==> config.mk <==
export PLATFORM = sky130hd
export DESIGN_NAME = cantp_receive_reassembler_unit
export DESIGN_NICKNAME = d
export VERILOG_FILES = /design/src/hdl/cantp_rx_pkg.sv /design/src/hdl/cantp_receive_reassembler_unit.sv /design/src/hdl/cantp_rx_step.sv /design/src/hdl/cantp_rx_seq.sv
export SDC_FILE = /design/constraint.sdc
export NUM_CORES = 1
export LEC_CHECK = 0
export BUFFER_PORTS_ARGS = -buffer_cell sky130_fd_sc_hd__buf_2
export CAP_MARGIN = 20
export CORE_MARGIN = 3
export CORE_UTILIZATION = 30
export DETAILED_ROUTE_END_ITERATION = 16
export PLACE_DENSITY = 0.42
export SYNTH_ARGS = -nofsm -noshare
export SYNTH_HDL_FRONTEND = slang
export SYNTH_SLANG_ARGS = --single-unit
==> constraint.sdc <==
create_clock -name clk -period 7 [get_ports clk]
set_input_delay 0.7 -clock clk [delete_from_list [all_inputs] [get_ports clk]]
set_output_delay 0.7 -clock clk [all_outputs]
set_load 0.03 [all_outputs]
==> src/hdl/cantp_rx_pkg.sv <==
// Shared types, codes and constants of the CAN transport receive reassembler.
package cantp_rx_pkg;

  // Largest message the receive buffer can hold
  localparam int unsigned BUFFER_BYTES = 4096;

  localparam logic [7:0] TIMEOUT_RESET = 8'd100;

  // Input kinds (in_tuser)
  localparam logic [1:0] KIND_TICK    = 2'd0;
  localparam logic [1:0] KIND_FRAME   = 2'd1;
  localparam logic [1:0] KIND_TX_DONE = 2'd2;

  // Result kinds (out_tuser)
  localparam logic [2:0] RES_PAYLOAD   = 3'd0;
  localparam logic [2:0] RES_COMPLETE  = 3'd1;
  localparam logic [2:0] RES_FLOW_CTRL = 3'd2;
  localparam logic [2:0] RES_ABORT     = 3'd3;
  localparam logic [2:0] RES_CTS       = 3'd4;

  // Frame types, high nibble of byte 0
  localparam logic [3:0] PCI_SINGLE = 4'h0;
  localparam logic [3:0] PCI_FIRST  = 4'h1;
  localparam logic [3:0] PCI_CONSEC = 4'h2;
  localparam logic [3:0] PCI_FLOW   = 4'h3;

  localparam logic [7:0] FC_CONTINUE = 8'h30;

  // Payload bytes carried per frame type
  localparam logic [2:0] SF_MAX_BYTES = 3'd7;
  localparam logic [2:0] FF_MAX_BYTES = 3'd6;
  localparam logic [2:0] CF_MAX_BYTES = 3'd7;

  typedef enum logic [2:0] {
    MODE_WAIT_FIRST = 3'b001,
    MODE_WAIT_FLOW  = 3'b010,
    MODE_WAIT_CF    = 3'b100
  } mode_t;

  typedef struct packed {
    mode_t       mode;
    logic [11:0] bytes_remaining;
    logic [11:0] write_index;
    logic [11:0] total_length;
    logic [3:0]  last_sequence;
    logic        timer_running;
    logic [7:0]  tick_count;
  } rx_state_t;

  // One non-payload result
  typedef struct packed {
    logic [2:0]  kind;
    logic [11:0] length;
    logic        fc_error;
  } event_t;

  // Everything one request produces: a run of payload bytes, then up to three events
  typedef struct packed {
    logic [2:0]       pay_cnt;
    logic             pay_from_b2;
    logic [11:0]      pay_start;
    logic [1:0]       ev_cnt;
    event_t [2:0]     ev;
  } plan_t;

endpackage

==> src/hdl/cantp_receive_reassembler_unit.sv <==
// Top level of the CAN transport (ISO-TP style) receive reassembler.
//
// Input stream (in_*): one request per poll tick, per tick carrying a received
// 8-byte CAN frame, or per transmit-complete event; in_tuser gives which.
// Result stream (out_*): payload bytes with their buffer index, message
// complete, flow control (continue or error), abort and clear-to-send, up to
// ten results per request, out_tlast on the final one. A request that causes
// nothing gives no result.
// Config: cfg_wr_en/cfg_wr_data load the timeout in ticks; write it only idle.
// Path: an accepted request is held in the input register, decoded once the
// result sequencer is free and loaded into it; its first result comes from there.
// Throughput: the result sequencer sends one result a cycle while out_tready
// is high; requests with at most one result flow at one a cycle while
// out_tready is high.
// Reset (rst_n low, synchronous): wait-for-first-frame, all counters cleared,
// timeout back to 100 ticks, both channels empty.
// Stall: with out_tready low the current result holds; one further request
// waits in the input register and then in_tready drops.
module cantp_receive_reassembler_unit #(
  parameter int unsigned BUFFER_BYTES = cantp_rx_pkg::BUFFER_BYTES
) (
  input  logic        clk,
  input  logic        rst_n,
  input  logic        cfg_wr_en,
  input  logic [7:0]  cfg_wr_data,  // timeout_ticks
  input  logic        in_tvalid,
  output logic        in_tready,
  input  logic [63:0] in_tdata,     // byte0, byte1, ..., byte7 (8 bits each)
  input  logic [1:0]  in_tuser,     // kind
  output logic        out_tvalid,
  input  logic        out_tready,
  output logic [39:0] out_tdata,    // byte_index[11:0], byte_value[7:0],
                                    // message_length[11:0], fc_error, 7 zero bits
  output logic [2:0]  out_tuser,    // result_kind
  output logic        out_tlast     // last
);
  import cantp_rx_pkg::*;

  // input register
  logic            in_valid_r;
  logic [1:0]      in_kind_r;
  logic [7:0][7:0] in_frame_r;

  // reassembly state
  rx_state_t  state_r;
  rx_state_t  state_nxt;
  logic [7:0] timeout_r;

  plan_t plan;
  logic  seq_free;
  logic  proc;

  logic [11:0] byte_index;
  logic [7:0]  byte_value;
  logic [11:0] message_length;
  logic        fc_error;

  // a request is decoded once the sequencer is empty or hands over its last result
  assign proc      = in_valid_r & seq_free;
  assign in_tready = ~in_valid_r | proc;

  always_ff @(posedge clk) begin
    if (!rst_n) begin
      in_valid_r <= 1'b0;
    end else if (in_tready) begin
      in_valid_r <= in_tvalid;
    end
  end

  always_ff @(posedge clk) begin
    if (in_tvalid && in_tready) begin
      in_kind_r  <= in_tuser;
      in_frame_r <= in_tdata;
    end
  end

  always_ff @(posedge clk) begin
    if (!rst_n) begin
      timeout_r <= TIMEOUT_RESET;
    end else if (cfg_wr_en) begin
      timeout_r <= cfg_wr_data;
    end
  end

  always_ff @(posedge clk) begin
    if (!rst_n) begin
      state_r.mode            <= MODE_WAIT_FIRST;
      state_r.bytes_remaining <= '0;
      state_r.write_index     <= '0;
      state_r.total_length    <= '0;
      state_r.last_sequence   <= '0;
      state_r.timer_running   <= 1'b0;
      state_r.tick_count      <= '0;
    end else if (proc) begin
      state_r <= state_nxt;
    end
  end

  cantp_rx_step #(
    .BUFFER_BYTES (BUFFER_BYTES)
  ) u_step (
    .state         (state_r),
    .kind          (in_kind_r),
    .frame         (in_frame_r),
    .timeout_ticks (timeout_r),
    .state_nxt     (state_nxt),
    .plan          (plan)
  );

  cantp_rx_seq u_seq (
    .clk            (clk),
    .rst_n          (rst_n),
    .load           (proc),
    .plan           (plan),
    .frame          (in_frame_r),
    .free           (seq_free),
    .out_tvalid     (out_tvalid),
    .out_tready     (out_tready),
    .res_kind       (out_tuser),
    .byte_index     (byte_index),
    .byte_value     (byte_value),
    .message_length (message_length),
    .fc_error       (fc_error),
    .last           (out_tlast)
  );

  assign out_tdata = {7'd0, fc_error, message_length, byte_value, byte_index};

  // the timer only runs while a multi-frame message is open
  a_timer_needs_msg: assert property (@(posedge clk) disable iff (!rst_n)
    state_r.timer_running |-> (state_r.mode != MODE_WAIT_FIRST))
    else $error("timer running while waiting for a first frame");

  a_idle_index_zero: assert property (@(posedge clk) disable iff (!rst_n)
    (state_r.mode == MODE_WAIT_FIRST) |-> (state_r.write_index == '0))
    else $error("write index not cleared outside a message");

  a_tick_idle_zero: assert property (@(posedge clk) disable iff (!rst_n)
    !state_r.timer_running |-> (state_r.tick_count == '0))
    else $error("tick count held while timer stopped");

  a_accept_lands: assert property (@(posedge clk) disable iff (!rst_n)
    (in_tvalid && in_tready) |=> in_valid_r)
    else $error("accepted request lost before decode");

endmodule

==> src/hdl/cantp_rx_step.sv <==
// Next-state and result planning for one input request.
module cantp_rx_step #(
  parameter int unsigned BUFFER_BYTES = cantp_rx_pkg::BUFFER_BYTES
) (
  input  cantp_rx_pkg::rx_state_t state,
  input  logic [1:0]              kind,
  input  logic [7:0][7:0]         frame,
  input  logic [7:0]              timeout_ticks,
  output cantp_rx_pkg::rx_state_t state_nxt,
  output cantp_rx_pkg::plan_t     plan
);
  import cantp_rx_pkg::*;

  logic [7:0]  b0;
  logic [3:0]  pci;
  logic [11:0] ff_len;
  logic [3:0]  seq_next;
  logic [2:0]  take;
  logic [7:0]  tick_inc;
  logic [1:0]  fcnt;
  logic        fault;

  function automatic rx_state_t restart_state(rx_state_t s);
    rx_state_t r;
    r               = s;
    r.mode          = MODE_WAIT_FIRST;
    r.write_index   = '0;
    r.timer_running = 1'b0;
    r.tick_count    = '0;
    r.last_sequence = '0;
    return r;
  endfunction

  function automatic rx_state_t abort_state(rx_state_t s);
    rx_state_t r;
    r                 = restart_state(s);
    r.bytes_remaining = '0;
    r.total_length    = '0;
    return r;
  endfunction

  localparam event_t EV_ABORT  = '{kind: RES_ABORT,     length: 12'd0, fc_error: 1'b0};
  localparam event_t EV_FC_ERR = '{kind: RES_FLOW_CTRL, length: 12'd0, fc_error: 1'b1};
  localparam event_t EV_FC_OK  = '{kind: RES_FLOW_CTRL, length: 12'd0, fc_error: 1'b0};
  localparam event_t EV_CTS    = '{kind: RES_CTS,       length: 12'd0, fc_error: 1'b0};

  always_comb begin
    b0        = frame[0];
    pci       = b0[7:4];
    ff_len    = {b0[3:0], frame[1]};
    seq_next  = state.last_sequence + 4'd1;
    state_nxt = state;
    plan      = '0;
    plan.pay_start = state.write_index;
    fcnt      = '0;
    fault     = 1'b0;
    take      = '0;
    tick_inc  = '0;

    if (kind == KIND_TX_DONE) begin
      if (state.mode == MODE_WAIT_FLOW) begin
        state_nxt.mode = MODE_WAIT_CF;
      end
    end else if (kind inside {KIND_TICK, KIND_FRAME}) begin
      if (kind == KIND_FRAME) begin
        state_nxt.tick_count = '0;
        case (pci)
          PCI_SINGLE: begin
            take = (b0 > 8'(SF_MAX_BYTES)) ? SF_MAX_BYTES : b0[2:0];
            state_nxt.total_length = 12'(take);
            plan.pay_cnt   = take;
            plan.pay_start = '0;
            plan.ev[0]     = '{kind: RES_COMPLETE, length: 12'(take), fc_error: 1'b0};
            fcnt           = 2'd1;
          end
          PCI_FIRST, PCI_CONSEC: begin
            case (state.mode)
              MODE_WAIT_FLOW: begin
                state_nxt.mode = MODE_WAIT_CF;
              end
              MODE_WAIT_CF: begin
                if (pci == PCI_CONSEC) begin
                  if (seq_next == b0[3:0]) begin
                    state_nxt.last_sequence = seq_next;
                    take = (state.bytes_remaining < 12'(CF_MAX_BYTES)) ?
                           state.bytes_remaining[2:0] : CF_MAX_BYTES;
                    plan.pay_cnt = take;
                    state_nxt.write_index     = state.write_index + 12'(take);
                    state_nxt.bytes_remaining = state.bytes_remaining - 12'(take);
                  end else begin
                    fault = 1'b1;
                  end
                end
                if (fault || (state_nxt.write_index > state.total_length)) begin
                  state_nxt  = abort_state(state_nxt);
                  plan.ev[0] = EV_ABORT;
                  plan.ev[1] = EV_FC_ERR;
                  fcnt       = 2'd2;
                end else if (state_nxt.bytes_remaining == '0) begin
                  state_nxt  = restart_state(state_nxt);
                  plan.ev[0] = '{kind: RES_COMPLETE, length: state.total_length,
                                 fc_error: 1'b0};
                  fcnt       = 2'd1;
                end
              end
              default: begin
                if (pci == PCI_FIRST) begin
                  if ({1'b0, ff_len} > 13'(BUFFER_BYTES)) begin
                    plan.ev[0] = EV_FC_ERR;
                    fcnt       = 2'd1;
                  end else begin
                    take = (ff_len < 12'(FF_MAX_BYTES)) ? ff_len[2:0] : FF_MAX_BYTES;
                    plan.pay_cnt              = take;
                    plan.pay_from_b2          = 1'b1;
                    state_nxt.mode            = MODE_WAIT_FLOW;
                    state_nxt.total_length    = ff_len;
                    state_nxt.bytes_remaining = ff_len - 12'(take);
                    state_nxt.write_index     = state.write_index + 12'(take);
                    state_nxt.timer_running   = 1'b1;
                    plan.ev[0]                = EV_FC_OK;
                    fcnt                      = 2'd1;
                  end
                end
              end
            endcase
          end
          PCI_FLOW: begin
            if (b0 == FC_CONTINUE) begin
              plan.ev[0] = EV_CTS;
              fcnt       = 2'd1;
            end
          end
          default: begin
          end
        endcase
      end

      // timeout runs after the frame has been handled
      if (state_nxt.timer_running) begin
        tick_inc = (state_nxt.tick_count != 8'hFF) ? state_nxt.tick_count + 8'd1 :
                   state_nxt.tick_count;
        if (tick_inc >= timeout_ticks) begin
          state_nxt = abort_state(state_nxt);
          if (fcnt == 2'd0) begin
            plan.ev[0] = EV_ABORT;
            plan.ev[1] = EV_FC_ERR;
          end else begin
            plan.ev[1] = EV_ABORT;
            plan.ev[2] = EV_FC_ERR;
          end
          fcnt = fcnt + 2'd2;
        end else begin
          state_nxt.tick_count = tick_inc;
        end
      end
    end

    plan.ev_cnt = fcnt;
  end

endmodule

==> src/hdl/cantp_rx_seq.sv <==
// Result register and sequencer: plays out one planned request, a result per cycle while out_tready is high.
module cantp_rx_seq (
  input  logic                clk,
  input  logic                rst_n,
  input  logic                load,
  input  cantp_rx_pkg::plan_t plan,
  input  logic [7:0][7:0]     frame,
  output logic                free,
  output logic                out_tvalid,
  input  logic                out_tready,
  output logic [2:0]          res_kind,
  output logic [11:0]         byte_index,
  output logic [7:0]          byte_value,
  output logic [11:0]         message_length,
  output logic                fc_error,
  output logic                last
);
  import cantp_rx_pkg::*;

  plan_t           plan_r;
  logic [7:0][7:0] frame_r;
  logic [3:0]      pos_r;
  logic            busy_r;

  logic [3:0] total;
  logic       is_pay;
  logic [1:0] ev_sel;
  logic [2:0] byte_sel;
  event_t     ev;
  logic       done;

  assign total    = {1'b0, plan_r.pay_cnt} + {2'b00, plan_r.ev_cnt};
  assign last     = (pos_r == total - 4'd1);
  assign done     = busy_r & out_tready & last;
  assign free     = ~busy_r | done;
  assign is_pay   = (pos_r < {1'b0, plan_r.pay_cnt});
  assign ev_sel   = 2'(pos_r - {1'b0, plan_r.pay_cnt});
  assign byte_sel = pos_r[2:0] + 3'd1 + {2'b00, plan_r.pay_from_b2};
  assign ev       = (ev_sel != 2'd3) ? plan_r.ev[ev_sel] : '0;
  assign out_tvalid = busy_r;

  always_comb begin
    if (is_pay) begin
      res_kind       = RES_PAYLOAD;
      byte_index     = plan_r.pay_start + {8'd0, pos_r};
      byte_value     = frame_r[byte_sel];
      message_length = '0;
      fc_error       = 1'b0;
    end else begin
      res_kind       = ev.kind;
      byte_index     = '0;
      byte_value     = '0;
      message_length = ev.length;
      fc_error       = ev.fc_error;
    end
  end

  always_ff @(posedge clk) begin
    if (!rst_n) begin
      busy_r <= 1'b0;
      pos_r  <= '0;
    end else if (load) begin
      busy_r <= (plan.pay_cnt != '0) || (plan.ev_cnt != '0);
      pos_r  <= '0;
    end else if (busy_r && out_tready) begin
      if (last) begin
        busy_r <= 1'b0;
      end else begin
        pos_r <= pos_r + 4'd1;
      end
    end
  end

  always_ff @(posedge clk) begin
    if (load) begin
      plan_r  <= plan;
      frame_r <= frame;
    end
  end

endmodule

==> results by group, run 1 <==
Status
  • Run status: finished, final reports clean

Worst setup path
  • Highest fanout seen on the critical path: 8
  • Critical path required time: 7440 ps
  • Element type at the critical path start: flop
  • Critical Path Max Stage Delay: 630 ps
  • Crit path max-delay cell type: sky130_fd_sc_hd__nor4_2
  • Cell Chain, Critical Path: nor4_2 -> and3_1 -> nand2_1 -> ha_1 -> nand3_1 -> a21oi_1 -> nand2_1 -> xnor2_1 -> ha_1 -> and4_1 -> and4_1 -> a311oi_1 -> buf_4 -> nor2_1 -> buf_4 -> nor3_1 -> o31ai_1 -> a31o_2 -> a32o_1
  • Critical path capture point type: flop
  • Cell class contributing the biggest share of worst-path delay: simple AND/OR/NAND/NOR gates
  • Data arrival, critical path: 6190 ps
  • Category of the most critical setup path: flop to flop
  • Number of buffers and inverters on the critical path: 2

Power and ir drop
  • Internal power of the cells: 2.525 mW
  • Combinational share of power: 5.8%
  • Net Sw Power: 0.7342 mW
  • Share of total power in the clock network: 46.6%
  • Flop pwr share: 47.6%
  • Proportion of total power due to net switching: 22.53%
  • Total leakage power: 5.235 nW
  • Power density normalized to cell area: 225.2 nW/µm²
  • Max IR drop VDD: 0.1655 mV

STA
  • Measured slew at the worst slew-check pin: 1051 ps
  • Worst-case headroom to the max-slew limit: 29.95%
  • Final clock period utilization by the worst path: 82.08%
  • Maximum clock rate: 174.0 MHz
  • Final setup TNS: 0 ps
  • Setup repair after global routing missed its margin: false
  • Total setup violations reported at the end of the flow: 0
  • Max Slew Vio Count: 0
  • Worst hold margin: 316.8 ps
  • Worst clock skew: 12.51 ps
  • Total count of hold-check failures in the final report: 0
  • Final period demand of the worst path: 5746 ps
  • Final worst slack: 1254 ps

Placed design
  • Routability Congestion: 0.9259
  • Placed wire-length estimate after detailed placement: 31.56 mm
  • Number of port buffers: 117
  • Dpl ws: 1426 ps

Synthesis
  • Share of the yosys chip area belonging to registers: 51.24%
  • Instance count of the mapped netlist: 1,157
  • Average cell area after synthesis: 10.64 µm²
  • Most frequently used flop master after synthesis: sky130_fd_sc_hd__edfxtp_1
  • Number of synthesized flops with an enable pin: 166
  • Yosys top cell by area: sky130_fd_sc_hd__edfxtp_1
  • Top area cells in the synthesized netlist: sky130_fd_sc_hd__edfxtp_1, sky130_fd_sc_hd__dfxtp_1, sky130_fd_sc_hd__ha_1, sky130_fd_sc_hd__nand2_1, sky130_fd_sc_hd__a21oi_1
  • Cell Area, Synth: 12,310 µm²
  • Area share of the leading cell type in the synthesized netlist: 40.50%
  • Netlist cell types: 86
  • Proportion of register bits with asynchronous set or reset after synthesis: 0%
  • Count of yosys warnings during synthesis: 0
  • Flop and latch count out of synthesis: 232

Floorplan
  • Placeable core region: 40,100 µm²
  • FP Rows: 73
  • Chip Width: 208.5 µm
  • Die Span Y: 208.5 µm
  • Number of I/O pins: 125
  • Full die area: 43,490 µm²
  • Initial cell density of the core: 30.69%

Clocking
  • Clock tree from TritonCTS: done
  • Number of setup buffers added after CTS: 0
  • Clk Tree Root Cell: sky130_fd_sc_hd__clkbuf_16
  • Number of clock sinks: 232
  • CTS-repair resized insts: 0
  • Insertion delay to the later sink of the worst-skew pair: 560 ps
  • CTS hold repair buffers: 0
  • Maximum buffer depth of the clock tree: 3
  • Num CTS Buffers: 28
  • H-tree depth: 1
  • Worst-path clk slew: 60 ps

Final layout
  • Most used cells in the layout excluding fill and tap cells: sky130_fd_sc_hd__edfxtp_1, sky130_fd_sc_hd__buf_2, sky130_fd_sc_hd__nand2_1
  • Share of the core filled with cells in the final layout: 36.09%
  • Fraction of layout instances using a drive strength above 1: 17.94%
  • Area overhead of the layout relative to synthesis: 17.60%
  • Net count, final: 1,398
  • Most common cell after layout, fill and taps aside: sky130_fd_sc_hd__edfxtp_1

Detailed routing
  • Detailed-router iteration count before antenna repair: 5
  • Count of routing violations after the opening detailed-route iteration: 710
  • Wire length per cell after detailed routing: 23.48 µm
  • DRC violations left: 0
  • Antenna-violating nets left: 0
  • Wire length after detailed routing: 42.71 mm
  • Post-DR vias/cell: 5.406
  • Total number of vias: 9,834

GRT
  • Largest net degree at the start of global routing: 80
  • Via count of the first global-routing pass: 9,746
  • Global routing usage summed across all routing layers: 19.20%
  • Initial antenna violation count: 1
  • Remaining global-route overflow: 0
  • First-pass GRT wire length: 63.71 mm

Flow run
  • Total of max-cap violations: 0

Worst hold path
  • Hold Path Class: primary input to flop
cell usage after synthesis, drive strengths merged (27+ instances only):
master,instances
clkbuf,47
nor4,27
o21ai,66
and2,35
a21oi,75
inv,46
nor2,88
ha,43
nand2,104
edfxtp,166
dfxtp,66
nand3,29
area by class of cell:
class	count	area [µm²]
clock inverter	15	196.4
timing repair buffer	146	800.8
fill	4071	25620
inverter	46	175.2
multi-input combinational	817	5579
tap	525	656.9
clock buffer	37	755.7
sequential	232	6306
antenna	1	2.502
cells by family after synthesis:
| kind of cell | share of synthesized area, % |
|---|---|
| AOI/OAI and AO/OA | 15.77 |
| and+or+nand+nor | 16.34 |
| muxes | 4.016 |
| buffers and inverters | 3.863 |
| DFF | 51.24 |
| other | 0.06102 |
| xor gates and xnor gates | 3.528 |
| adders and majority gates | 5.185 |
through the flow:
stage	instance area (µm²)	power (mW)	std cells
global placement	13510	1.771	1765
floorplan	12330	1.685	1163
CTS	14470	3.305	1817
global route	14470	3.373	1818
finish	14470	3.259	1819
detailed placement	13510	1.772	1765
worst register-to-register path, stage by stage (launching register included):
cell and delay (ps):
sky130_fd_sc_hd__dfxtp_1 390, sky130_fd_sc_hd__nor4_2 630, sky130_fd_sc_hd__and3_1 400, sky130_fd_sc_hd__nand2_1 180, sky130_fd_sc_hd__ha_1 350, sky130_fd_sc_hd__nand3_1 150
sky130_fd_sc_hd__a21oi_1 290, sky130_fd_sc_hd__nand2_1 110, sky130_fd_sc_hd__xnor2_1 370, sky130_fd_sc_hd__ha_1 350, sky130_fd_sc_hd__and4_1 180, sky130_fd_sc_hd__and4_1 200
sky130_fd_sc_hd__a311oi_1 270, sky130_fd_sc_hd__buf_4 230, sky130_fd_sc_hd__nor2_1 120, sky130_fd_sc_hd__buf_4 240, sky130_fd_sc_hd__nor3_1 460, sky130_fd_sc_hd__o31ai_1 110
sky130_fd_sc_hd__a31o_2 350, sky130_fd_sc_hd__a32o_1 220
sequential cells by signal, summed over array words and instances (netlist names):
register	cells
in_frame_r	64
u_seq.frame_r	64
state_r	52
u_seq.plan_r	36
timeout_r	8
u_seq.pos_r	4
in_kind_r	2
in_valid_r	1
u_seq.out_tvalid	1
power groups by stage:
| stage | Clock (mW) | Combinational (mW) | Sequential [mW] |
|---|---|---|---|
| floorplan | 0 | 0.116 | 1.57 |
| CTS | 1.56 | 0.192 | 1.55 |
| global route | 1.61 | 0.207 | 1.56 |
| global placement | 0 | 0.191 | 1.58 |
| finish | 1.52 | 0.190 | 1.55 |
| detailed placement | 0 | 0.191 | 1.58 |
path summary, 6_finish.rpt:
path                  startpoint           endpoint  slack (ps)  depth (start not counted)
setup / recovery     state_r[43]        state_r[18]        1250                         19
hold / removal      in_tdata[52]     in_frame_r[52]         320                          1
setup reg to reg     state_r[43]        state_r[18]        1250                         19
hold reg to reg   in_frame_r[29]  u_seq.frame_r[29]         410                          0
routing by layer:
metal | vias to the layer above | global-route usage [%] | part of all wire [%]
li1 | 4579 | - | -
met1 | 4815 | 26.31 | 44
met2 | 364 | 31.82 | 46
met3 | 76 | 2.563 | 5.9
met4 | 0 | 5.727 | 3.4
met5 | - | 0 | 0
No activity file was read; power rests on OpenSTA's default activity.
==> run 2, diff against run 1 <==
--- a/config.mk
+++ b/config.mk
@@ -5,6 +5,7 @@
 export SDC_FILE = /design/constraint.sdc
 export NUM_CORES = 1
 export LEC_CHECK = 0
+export ABC_AREA = 1
 export BUFFER_PORTS_ARGS = -buffer_cell sky130_fd_sc_hd__buf_2
 export CAP_MARGIN = 20
 export CORE_MARGIN = 3
==> constraint.sdc (replaced) <==
create_clock -name clk -period 5.5 [get_ports clk]
set_input_delay 0.55 -clock clk [delete_from_list [all_inputs] [get_ports clk]]
set_output_delay 0.55 -clock clk [all_outputs]
set_load 0.03 [all_outputs]
==> run 2 against run 1 <==
Compared with the run above:
- maximum frequency increased by 16%
- critical path type unchanged
- global-route usage decreased by 1.5 points
- combinational power increased by 110%
- synthesized cell count increased by 27%
- cell area increased by 0.85%
- sequential cell count unchanged
- core utilization decreased by 0.67 points
- critical endpoint is now u_seq.plan_r[16]
==> results by group, run 2 <==
STA
  • Worst clock skew: 19.42 ps
  • Max Slew Vio Count: 0
  • Final worst slack: 556.0 ps
  • Final period demand of the worst path: 4944 ps
  • Total count of hold-check failures in the final report: 0
  • Maximum clock rate: 202.3 MHz
  • Measured slew at the worst slew-check pin: 1067 ps
  • Worst-case headroom to the max-slew limit: 28.63%
  • Total setup violations reported at the end of the flow: 0
  • Final clock period utilization by the worst path: 89.89%
  • Final setup TNS: 0 ps
  • Worst hold margin: 171.5 ps
  • Setup repair after global routing missed its margin: false

Final layout
  • Share of the core filled with cells in the final layout: 35.42%
  • Fraction of layout instances using a drive strength above 1: 14.29%
  • Summed area of non-filler cells in the final layout: 14,600 µm²
  • Net count, final: 1,708
  • Area overhead of the layout relative to synthesis: 15.77%
  • Most used cells in the layout excluding fill and tap cells: sky130_fd_sc_hd__nand2_1, sky130_fd_sc_hd__inv_1, sky130_fd_sc_hd__edfxtp_1
  • Number of diodes: 0
  • Post-route insts no fill: 2,134
  • Most common cell after layout, fill and taps aside: sky130_fd_sc_hd__nand2_1
  • Biggest registers after layout: in_frame_r: 64 flops, u_seq.frame_r: 64 flops, state_r: 52 flops

GRT
  • Via count of the first global-routing pass: 10,540
  • First-pass GRT wire length: 61.42 mm
  • Largest net degree at the start of global routing: 51
  • Global routing usage summed across all routing layers: 17.65%
  • Remaining global-route overflow: 0
  • Initial antenna violation count: 1

Floorplan
  • Initial cell density of the core: 30.60%
  • Number of I/O pins: 125
  • FP Rows: 74
  • Full die area: 44,520 µm²
  • Chip Width: 211.0 µm
  • Die Span Y: 211.0 µm
  • Placeable core region: 41,200 µm²

Clocking
  • Number of setup buffers added after CTS: 0
  • H-tree depth: 1
  • CTS hold repair buffers: 0
  • Num CTS Buffers: 27
  • CTS-repair resized insts: 0
  • Insertion delay to the later sink of the worst-skew pair: 550 ps
  • Maximum buffer depth of the clock tree: 3
  • Clk Tree Root Cell: sky130_fd_sc_hd__clkbuf_16
  • Clock tree from TritonCTS: done
  • Worst-path clk slew: 60 ps
  • Number of clock sinks: 232

Worst setup path
  • Depth of the worst register-to-register path: 26
  • RR Endpoint: u_seq.plan_r[16]
  • Beginning of the worst register-to-register path: in_frame_r[1]
  • Critical path required time: 5790 ps
  • Data arrival, critical path: 5230 ps
  • Worst path most repeated cell: sky130_fd_sc_hd__nand2_1
  • Critical path capture point type: flop
  • Number of buffers and inverters on the critical path: 1
  • Minimum setup slack among reg-to-reg paths: 560 ps
  • Cell class contributing the biggest share of worst-path delay: simple AND/OR/NAND/NOR gates
  • Crit path max-delay cell type: sky130_fd_sc_hd__edfxtp_1
  • Category of the most critical setup path: flop to flop
  • Critical Path Max Stage Delay: 620 ps
  • Element type at the critical path start: flop
  • Highest fanout seen on the critical path: 9

Placed design
  • Placed cell count: 2,083
  • Placed wire-length estimate after detailed placement: 28.85 mm
  • Routability Congestion: 0.8922
  • Number of port buffers: 117
  • Area of placed instances: 13,770 µm²
  • Dpl ws: 413.0 ps

Detailed routing
  • Detailed-router iteration count before antenna repair: 6
  • Total number of vias: 10,670
  • Wire length per cell after detailed routing: 18.59 µm
  • Antenna-violating nets left: 0
  • DRC violations left: 0
  • Post-DR vias/cell: 4.999
  • Count of routing violations after the opening detailed-route iteration: 934
  • Wire length after detailed routing: 39.67 mm

Synthesis
  • Average cell area after synthesis: 8.594 µm²
  • Count of yosys warnings during synthesis: 0
  • Top area cells in the synthesized netlist: sky130_fd_sc_hd__edfxtp_1, sky130_fd_sc_hd__dfxtp_1, sky130_fd_sc_hd__nand2_1, sky130_fd_sc_hd__a21oi_1, sky130_fd_sc_hd__inv_1
  • Instance count of the mapped netlist: 1,467
  • Yosys top cell by area: sky130_fd_sc_hd__edfxtp_1
  • Number of synthesized flops with an enable pin: 166
  • Area share of the leading cell type in the synthesized netlist: 39.54%
  • Flop and latch count out of synthesis: 232
  • Share of the yosys chip area belonging to registers: 50.02%
  • Top cells by count, synth: sky130_fd_sc_hd__nand2_1, sky130_fd_sc_hd__inv_1, sky130_fd_sc_hd__edfxtp_1
  • Netlist cell types: 53
  • Cell Area, Synth: 12,610 µm²
  • Most frequent cell after synthesis: sky130_fd_sc_hd__nand2_1
  • Most frequently used flop master after synthesis: sky130_fd_sc_hd__edfxtp_1
  • Proportion of register bits with asynchronous set or reset after synthesis: 0%

Power and ir drop
  • Power density normalized to cell area: 277.7 nW/µm²
  • Design Power: 4.053 mW
  • Total leakage power: 5.896 nW
  • Max IR drop VDD: 0.2083 mV

Worst hold path
  • Start point of the worst min-delay path: in_tdata[5]
  • Hold Path Stages: 1
  • Hold Path End: in_frame_r[5]
  • Hold Path Class: primary input to flop

Status
  • Run status: finished, final reports clean

Flow run
  • Total of max-cap violations: 0
-- run 2: cell types whose count changed after synthesis, sizes merged, moves of 14 or more --
cell	previous run	this run
nand3	29	69
o21ai	66	129
nand2b	16	0
and2	35	0
nor4	27	5
mux4	16	0
nor2	88	164
o221a	2	16
nand2	104	279
a21oi	75	134
inv	46	178
-- run 2: power by group --
part / internal, mW / total [mW] / switching [mW] / leakage (nW)
logic: 0.119 / 0.391 / 0.272 / 3.38
clock network: 0.939 / 1.66 / 0.719 / 0.390
registers: 1.96 / 2.00 / 0.0456 / 2.12
-- run 2: cell families (layout without fill, tap and decap cells) --
kind of cell	Yosys count	after routing	synth area share [%]
simple gates	564	564	18.93
compound gates	349	349	16.16
buf+inv	245	374	7.900
flops	232	232	50.02
fa+ha+maj	48	48	5.062
xor+xnor	27	27	1.876
other cells	2	8	0.05957
-- run 2: area by class of cell --
cell class,count,area [µm²]
clock inverters,9,57.56
repair buffers,144,788.3
fillers,4312,26610
flip-flops and latches,232,6307
inverters,180,679.4
clock buffers,41,748.2
well taps,532,665.6
multi-input cells,996,5349
-- run 2: how the worst max path moves through the flow --
stage                             endpoint  cells past startpoint              from  slack (ps)
after floorplan                state_r[49]                     14  u_seq.plan_r[64]         710
after global placement         state_r[34]                     29        state_r[9]         350
after detailed placement       state_r[34]                     29        state_r[9]         410
after CTS                      state_r[34]                     29        state_r[9]         380
after global routing      u_seq.plan_r[16]                     27       state_r[10]          20
final                     u_seq.plan_r[16]                     26     in_frame_r[1]         560
-- run 2: metal layers --
metal | routed length [µm] | global-route usage [%] | vias up
met5 | 13 | 0 | -
met1 | 18780 | 25.14 | 5059
met3 | 2157 | 2.659 | 63
li1 | - | - | 5260
met2 | 17590 | 28.08 | 284
met4 | 1136 | 4.942 | 2
-- run 2: worst reg2reg max path, delay by kind of cell, from the launching register on --
family                     cells  cell delay (ps)
AOI/OAI and AO/OA              4              780
DFF                            1              620
and+or+nand+nor               19             2620
xor gates and xnor gates       1              110
buffers and inverters          1              230
adders and majority gates      1              310
